<file path="config.mk">
export PLATFORM = sky130hd
export DESIGN_NAME = mfes_front
export DESIGN_NICKNAME = d
export VERILOG_FILES = /design/src/hw/rtl/mfes_pkg.sv /design/src/hw/rtl/mfes_front.sv
export SDC_FILE = /design/constraint.sdc
export NUM_CORES = 1
export LEC_CHECK = 0
export BUFFER_PORTS_ARGS = -buffer_cell sky130_fd_sc_hd__buf_2
export CELL_PAD_IN_SITES_DETAIL_PLACEMENT = 1
export CELL_PAD_IN_SITES_GLOBAL_PLACEMENT = 1
export CORE_ASPECT_RATIO = 1.75
export CORE_MARGIN = 2
export CORE_UTILIZATION = 40
export DETAILED_ROUTE_END_ITERATION = 7
export PLACE_DENSITY_LB_ADDON = 0.1
export SYNTH_ARGS = -nofsm -noshare
export SYNTH_HDL_FRONTEND = slang
export SYNTH_SLANG_ARGS = --single-unit
export TNS_END_PERCENT = 100
</file>
<file path="constraint.sdc">
create_clock -name clk -period 2.6 [get_ports clk]
set_input_delay 0.26 -clock clk [delete_from_list [all_inputs] [get_ports clk]]
set_output_delay 0.26 -clock clk [all_outputs]
set_load 0.03 [all_outputs]
</file>
<file path="src/hw/rtl/mfes_pkg.sv">
// ----------------------------------------------------------------------------
// mfes_pkg
// Shared constants, instruction patterns, item kinds and types for the
// frame epilogue scanner.
// ----------------------------------------------------------------------------
package mfes_pkg;

	// cache geometry; CACHE_ENTRIES must be a power of two
	localparam int CACHE_ENTRIES = 256;
	localparam int IDX_W         = (CACHE_ENTRIES > 1) ? $clog2(CACHE_ENTRIES) : 1;
	localparam int CACHE_W       = 32 + 16 + 32;  // {tag, ra offset, sp adjust}

	// front/back queue
	localparam int QUEUE_DEPTH = 4;
	localparam int QPTR_W      = $clog2(QUEUE_DEPTH);

	localparam logic [31:0] LIMIT_RESET = 32'h0020_0000;
	localparam logic [31:0] ADJ_NONE    = 32'hffff_ffff;

	// register index, taken from paddr[2]
	localparam logic REG_SCAN_LIMIT = 1'b0;

	// upper halfword patterns
	localparam logic [15:0] PAT_LW_RA    = 16'h8fbf;
	localparam logic [15:0] PAT_LD_RA    = 16'hdfbf;
	localparam logic [15:0] PAT_LQ_RA    = 16'h7bbf;
	localparam logic [15:0] PAT_ADDIU_SP = 16'h27bd;
	localparam logic [15:0] PAT_LUI_AT   = 16'h3c01;
	localparam logic [15:0] PAT_ORI_AT   = 16'h3421;
	localparam logic [15:0] PAT_ORI_ZERO = 16'h3401;
	// full-word patterns
	localparam logic [31:0] PAT_ADDU_SP  = 32'h03a1_e821;
	localparam logic [31:0] PAT_JR_RA    = 32'h03e0_0008;

	// request opcodes
	localparam logic OP_BEGIN = 1'b0;
	localparam logic OP_INSTR = 1'b1;

	// classified item kinds
	localparam int KIND_W = 4;
	localparam logic [KIND_W-1:0] KIND_BEGIN    = 4'd0;
	localparam logic [KIND_W-1:0] KIND_OTHER    = 4'd1;
	localparam logic [KIND_W-1:0] KIND_LOAD_RA  = 4'd2;
	localparam logic [KIND_W-1:0] KIND_ADDIU_SP = 4'd3;
	localparam logic [KIND_W-1:0] KIND_ADDU_SP  = 4'd4;
	localparam logic [KIND_W-1:0] KIND_LUI_AT   = 4'd5;
	localparam logic [KIND_W-1:0] KIND_ORI_AT   = 4'd6;
	localparam logic [KIND_W-1:0] KIND_ORI_ZERO = 4'd7;
	localparam logic [KIND_W-1:0] KIND_JR_RA    = 4'd8;

	// found flag bits
	localparam int FOUND_OFF   = 0;
	localparam int FOUND_ADJ   = 1;
	localparam int FOUND_UPPER = 2;
	localparam int FOUND_LOWER = 3;

	typedef struct packed {
		logic [KIND_W-1:0] kind;
		logic [31:0]       data;  // return address, or instruction word
	} item_t;

	typedef struct packed {
		logic [15:0] ret_off;
		logic [31:0] frame_adj;
		logic        frame_ok;
		logic        from_cache;
	} result_t;

	function automatic logic [IDX_W-1:0] slot_of(input logic [31:0] addr);
		logic [31:0] word;
		word = (addr >> 2) & 32'(CACHE_ENTRIES - 1);
		return word[IDX_W-1:0];
	endfunction

endpackage

</file>
<file path="src/hw/rtl/mfes_front.sv">
// ----------------------------------------------------------------------------
// mfes_front
// Accepts requests, classifies instruction words and queues them for the
// scan engine.
// ----------------------------------------------------------------------------
module mfes_front import mfes_pkg::*; (
	input  logic        clk,
	input  logic        arst_n,
	input  logic        in_valid,
	output logic        in_ready,
	input  logic        in_opcode,
	input  logic [31:0] in_return_address,
	input  logic [31:0] in_instruction,
	output logic        q_valid,
	output item_t       q_item,
	input  logic        q_pop
);

	item_t              mem_q [QUEUE_DEPTH];
	logic [QPTR_W-1:0]  wr_ptr_q;
	logic [QPTR_W-1:0]  rd_ptr_q;
	logic [QPTR_W:0]    count_q;
	logic               push;
	item_t              cls;
	logic [15:0]        hi;

	assign in_ready = (count_q != (QPTR_W + 1)'(QUEUE_DEPTH));
	assign push     = in_valid && in_ready;
	assign q_valid  = (count_q != '0);
	assign q_item   = mem_q[rd_ptr_q];
	assign hi       = in_instruction[31:16];

	always_comb begin
		cls.data = in_instruction;
		cls.kind = KIND_OTHER;
		if (in_opcode == OP_BEGIN) begin
			cls.kind = KIND_BEGIN;
			cls.data = in_return_address;
		end else if (hi == PAT_LW_RA || hi == PAT_LD_RA || hi == PAT_LQ_RA) begin
			cls.kind = KIND_LOAD_RA;
		end else if (hi == PAT_ADDIU_SP) begin
			cls.kind = KIND_ADDIU_SP;
		end else if (in_instruction == PAT_ADDU_SP) begin
			cls.kind = KIND_ADDU_SP;
		end else if (hi == PAT_LUI_AT) begin
			cls.kind = KIND_LUI_AT;
		end else if (hi == PAT_ORI_AT) begin
			cls.kind = KIND_ORI_AT;
		end else if (hi == PAT_ORI_ZERO) begin
			cls.kind = KIND_ORI_ZERO;
		end else if (in_instruction == PAT_JR_RA) begin
			cls.kind = KIND_JR_RA;
		end
	end

	always_ff @(posedge clk) begin
		if (push) begin
			mem_q[wr_ptr_q] <= cls;
		end
	end

	always_ff @(posedge clk or negedge arst_n) begin
		if (!arst_n) begin
			wr_ptr_q <= '0;
			rd_ptr_q <= '0;
			count_q  <= '0;
		end else begin
			if (push) begin
				wr_ptr_q <= wr_ptr_q + QPTR_W'(1);
			end
			if (q_pop) begin
				rd_ptr_q <= rd_ptr_q + QPTR_W'(1);
			end
			if (push && !q_pop) begin
				count_q <= count_q + (QPTR_W + 1)'(1);
			end else if (!push && q_pop) begin
				count_q <= count_q - (QPTR_W + 1)'(1);
			end
		end
	end

endmodule

</file>
==> results of run 1 <==
-- metrics by stage --
step / setup slack, ns / cell area [µm²] / cells
after floorplan: 0.488 / 6310 / 302
final: 0.381 / 7780 / 626
after CTS: 0.300 / 7780 / 626
after global routing: 0.272 / 7780 / 626
after global placement: 0.651 / 7140 / 593
after detailed placement: 0.591 / 7140 / 593
-- what timing repair did --
item | CTS | global route
gates resized for setup | 0 | 0
hold endpoints to repair | 7 | 0
hold buffers | 1 | 0
setup buffers | 0 | 0
endpoints found under the setup margin | 0 | 0
-- cells by family after synthesis --
logic type | share of synthesized area
DFF | 0.713
adders and majority gates | 0.0131
and+or+nand+nor | 0.0505
buffers and inverters | 0.0149
AOI/OAI and AO/OA | 0.0113
muxes | 0.189
xor gates and xnor gates | 0.00833
-- cell type report --
cell class	instances	area, µm²	share of cell area
clock inverters	11	173	0.0222
inverters	5	18.8	0.00241
repair buffers	118	673	0.0865
clock buffers	21	460	0.0592
multi-input cells	134	1720	0.222
well taps	186	233	0.0299
flip-flops and latches	151	4500	0.578
-- worst max-delay path, cell delays in order, from the launching register on --
cell and delay [ns]:
dfrtp_2 0.55, buf_12 0.25, mux4_2 0.54, buf_2 0.20
-- power by group --
part           internal [mW]  leakage (nW)  switching, mW  total (mW)
sequential              3.26          1.39          0.201        3.46
combinational           1.17          1.06           1.89        3.05
clock                   1.66         0.308          0.956        2.62
-- state kept, by name (all words and copies together), names as in the netlist --
| signal | cells |
|---|---|
| mem_q | 144 |
| rd_ptr_q | 2 |
| count_q | 3 |
| wr_ptr_q | 2 |
-- metal layers --
metal	vias to the layer above	routed length (µm)	global-route usage
met3	18	682	0.0427
met5	-	0	0
met1	1821	5430	0.213
met2	104	8480	0.343
li1	1510	-	-
met4	0	378	0.0834
-- placed cells by master, fill, tap and decap left out, types with 2 or more instances in the layout --
| master | instances |
|---|---|
| inv_1 | 5 |
| buf_2 | 106 |
| clkbuf_16 | 17 |
| ha_1 | 5 |
| nand2_1 | 4 |
| nor4b_2 | 2 |
| dfrtp_2 | 2 |
| buf_4 | 7 |
| nor3b_1 | 3 |
| mux2_2 | 34 |
| edfxtp_1 | 144 |
| nand4_1 | 4 |
| buf_12 | 4 |
| clkinv_2 | 2 |
| xor2_1 | 3 |
| nor4b_1 | 2 |
| nor4_1 | 3 |
| bufinv_16 | 4 |
| inv_6 | 2 |
| clkbuf_1 | 2 |
| and3b_1 | 2 |
| xnor2_1 | 3 |
| clkinv_4 | 2 |
| clkbuf_8 | 2 |
| and4_1 | 3 |
| nor2_1 | 4 |
| and3_2 | 4 |
| dfrtp_1 | 5 |
| mux4_2 | 36 |
-- worst paths after layout --
| kind | start | end | cells after the start | slack, ns |
|---|---|---|---|---|
| worst max-delay path | rd_ptr_q[0] | q_item[20] | 3 | 0.38 |
| worst min-delay path | q_pop | rd_ptr_q[0] | 2 | 0.05 |
| worst max register to register | count_q[0] | count_q[2] | 9 | 0.59 |
| worst min register to register | count_q[2] | count_q[2] | 1 | 0.49 |
| max in group asynchronous | arst_n | rd_ptr_q[1] | 2 | 2.20 |
| min in group asynchronous | arst_n | wr_ptr_q[1] | 2 | 0.21 |
==> metrics.txt, run 1 <==
status=complete, no violations; Worst Path Max Fanout=18; Pre-antenna DRT Iters=4; RSZ-0062 raised after global routing=false; initial antenna violation count=0; fmax=451 MHz; ranking of synthesized cells by area=edfxtp_1 (69%), mux4_2 (13%), mux2_2 (6.1%); final hold vios=0; Lkg Pwr=roughly 2.8 nW; Worst Clk Skew=0.0103 ns; layout cell share with drive strength beyond 1=0.523; synthesized net count=between 300 and 400; DIE HEIGHT=170 µm; Critical Path RT=approximately 2.3 ns; final WL=between 10000 and 15000 µm; vias per cell=5.52; YS warnings=0; Synth Flop Type=edfxtp_1; worst-margin pin slew=approximately 0.6 ns; GPL Wtd Cong=0.710; Setup crit start kind=flop; Die X=99.0 µm; final setup TNS=0 ns; max-slew violation count=0; PwrDens=between 1000 and 1500 nW/µm²; share of the synthesized area in the top cell type=0.685; number of enable flip-flop cells after synthesis=approximately 140; Max clock buf depth=2; routed wire length per instance=between 20 and 25 µm; CTS tree=built; standard-cell rows=60; starting density of the core=0.410; routed vias=roughly 3500; number of max-cap violations=0; Commonest cells post-synth=edfxtp_1 (144), mux4_2 (36), mux2_2 (34); average cell area after synthesis=20.9 µm²; register bit total from synthesis=roughly 150; IO Port Bufs=between 100 and 150; total CTS buffers=17; Worst VDD drop=approximately 0.70 mV; area grow syn2layout=23.3%; Mapped Area=6310 µm²; ANT nets after route=0; critical path start-end classification=reg -> out; final net count=502; Core Area=around 15000 µm²; endpoints failing setup=0; ys async rst share=0.0464; fillers=1453; clock-pin transition on the worst setup and hold timing paths=~0.060 ns; Initial DRC Count=124; largest net degree at the start of global routing=37; hold crit path type=in -> reg; DP HPWL=10100 µm; worst skew pair latency=0.42 ns; Cell variety after synth=43; CP Data Arrival Time=1.96 ns; total track usage=0.190; Sink Count=151; first-pass GRT wire length=approximately 23000 µm; most instantiated library cell after synthesis=edfxtp_1; clock root buffer=clkbuf_16; Slew HR=0.596; Tcrit/Tclk final=0.853; synthesized instance count=between 300 and 400; Tmin final=2.22 ns; register area share after synthesis=0.713; final core occ=0.506; Yosys top cell by area=edfxtp_1; crit path capture type=output pin; WHS=0.0539 ns; Pwr Total=about 9 mW; Post-route DRC=0; Overflow after GRT=0; vias in the first global route=between 3000 and 4000; diode count=0; H-tree Lvls=4; io pins=107; die area=~17000 µm²
No activity file was read; power rests on OpenSTA's default activity.
==> inputs of run 2 (changes only) <==
CORE_UTILIZATION = 30   (was 40)
==> metrics.txt, run 2 (synthesis gave the netlist of run 1 again) <==
Worst Path Max Fanout=17 (was 18); hold crit path type=in -> reg (unchanged); Overflow after GRT=0 (unchanged); CP Data Arrival Time=1.93 ns (was 1.96 ns); Die X=114 µm (was 99.0 µm); worst skew pair latency=0.42 ns (about the same); Tmin final=2.19 ns (was 2.22 ns); Sink Count=151 (unchanged); PwrDens=1140 nW/µm² (was 1170 nW/µm²); max-slew violation count=0 (unchanged); DP HPWL=10700 µm (was 10100 µm); worst-margin pin slew=0.523 ns (was 0.606 ns); status=complete, no violations (unchanged); clock-pin transition on the worst setup and hold timing paths=0.06 ns (about the same); Pre-antenna DRT Iters=4 (unchanged); Setup crit start kind=flop (unchanged); area grow syn2layout=23.9% (was 23.3%); Post-route DRC=0 (unchanged); routed wire length per instance=23.0 µm (was 23.9 µm); vias per cell=4.95 (was 5.52); total CTS buffers=17 (unchanged); number of max-cap violations=0 (unchanged); Pint=5.86 mW (was 6.09 mW); Max clock buf depth=2 (unchanged); most common cell after layout, fill and taps aside=edfxtp_1 (unchanged); total track usage=0.151 (was 0.190); RSZ-0062 raised after global routing=false (unchanged); Initial DRC Count=144 (was 124); DIE HEIGHT=196 µm (was 170 µm); area of the multi-input gates=1720 µm² (unchanged); io pins=107 (unchanged); GPL Wtd Cong=0.750 (was 0.710); largest net degree at the start of global routing=37 (unchanged); Place WS=0.375 ns (was 0.591 ns); layout cell share with drive strength beyond 1=0.523 (unchanged); post-CTS setup buffer count=0 (unchanged); first-pass GRT wire length=24000 µm (was 23000 µm); initial antenna violation count=1 (was 0); critical path start-end classification=reg -> out (unchanged); CTS tree=built (unchanged); routed vias=3423 (was 3453); # resized after CTS=0 (unchanged); final setup TNS=0 ns (unchanged); Lkg Pwr=2.73 nW (was 2.76 nW); Layout Cells excl Fill=692 (was 626); Critical Path RT=2.34 ns (about the same); Worst VDD drop=0.421 mV (was 0.699 mV); Psw=3.07 mW (was 3.04 mW); IO Port Bufs=106 (unchanged); standard-cell rows=70 (was 60); H-tree Lvls=4 (unchanged); vias in the first global route=3918 (was 3963); most flop-heavy register=mem_q (unchanged); fillers=2054 (was 1453); crit path capture type=output pin (unchanged); Worst Clk Skew=0.0111 ns (was 0.0103 ns); die area=22300 µm² (was 16800 µm²); diode count=0 (unchanged); endpoints failing setup=0 (unchanged); most frequent cells in the layout=edfxtp_1 (144), buf_2 (106), mux4_2 (36), mux2_2 (34), clkbuf_16 (17) (unchanged); final WL=15900 µm (was 15000 µm); ANT nets after route=0 (unchanged); min setup slack post-route=0.409 ns (was 0.381 ns); placed cells=659 (was 593); Tcrit/Tclk final=0.843 (was 0.853); Slew HR=0.648 (was 0.596); FF/Latch Area=4500 µm² (unchanged); Seq pwr share=0.381 (was 0.379); starting density of the core=0.304 (was 0.410); Core Area=20800 µm² (was 15400 µm²); fmax=456 MHz (was 451 MHz); final hold vios=0 (unchanged); max FFs per register=144 (unchanged); clock share of power=0.267 (was 0.287); final net count=502 (unchanged); combinational share of power=0.352 (was 0.334); largest registers=mem_q x144, count_q x3 (unchanged); clock root buffer=clkbuf_16 (unchanged); sw frac=0.344 (was 0.333)
## run 2: changes by cell type in the layout (fill, tap and decap cells not counted), sizes merged
cell / previous run / this run
bufinv: 4 / 2
clkbuf: 21 / 20
clkinv: 4 / 6
clkinvlp: 1 / 3
inv: 7 / 6
## run 2: what timing repair did
action,CTS,global route
endpoints found under the hold margin,7,0
hold buffers,1,0
setup endpoints to repair,0,0
## run 2: cell type report
class | count | area share
sequential | 151 | 0.576
multi-input combinational | 134 | 0.220
timing repair buffer | 118 | 0.0877
clock buffer | 20 | 0.0571
tap | 252 | 0.0403
clock inverter | 12 | 0.0165
inverter | 5 | 0.00240
## run 2: critical path: stages, from the launching register on
cell and delay [ns]:
dfrtp_2 0.38, buf_4 0.35, mux4_2 0.58, buf_2 0.20
## run 2: power groups by stage
stage	clock network, mW	logic (mW)	registers [mW]
after global placement	0	3.25	3.43
final	2.38	3.15	3.41
after detailed placement	0	3.24	3.47
after CTS	2.46	3.25	3.42
after global routing	2.54	3.36	3.46
after floorplan	0	2.20	3.41
## run 2: routing by layer
metal  vias up  global-route usage  part of all wire
met3        17              0.0405             0.040
met4         2              0.0515             0.015
met1      1796               0.165              0.39
li1       1516                   -                 -
met5         -                   0           0.00082
met2        92               0.278              0.56
## run 2: worst paths after layout
check                            start           to  slack [ns]  cells after the start
setup / recovery           rd_ptr_q[0]   q_item[29]        0.41                      3
hold / removal                   q_pop  rd_ptr_q[0]        0.06                      2
setup reg to reg            count_q[0]   count_q[2]        0.53                      9
hold reg to reg             count_q[2]   count_q[2]        0.50                      1
max in group asynchronous       arst_n  rd_ptr_q[0]        2.21                      2
min in group asynchronous       arst_n   count_q[2]        0.21                      2
## run 2: through the flow
| step | hold WS [ns] | utilization | power [mW] | area (µm²) |
|---|---|---|---|---|
| floorplan | -0.0356 | - | 5.60 | 6310 |
| global placement | 0.104 | 0.349 | 6.68 | 7240 |
| detailed placement | 0.109 | 0.349 | 6.71 | 7240 |
| CTS | 0.0404 | 0.377 | 9.13 | 7820 |
| global route | 0.0433 | 0.377 | 9.36 | 7820 |
| finish | 0.0644 | 0.377 | 8.94 | 7820 |
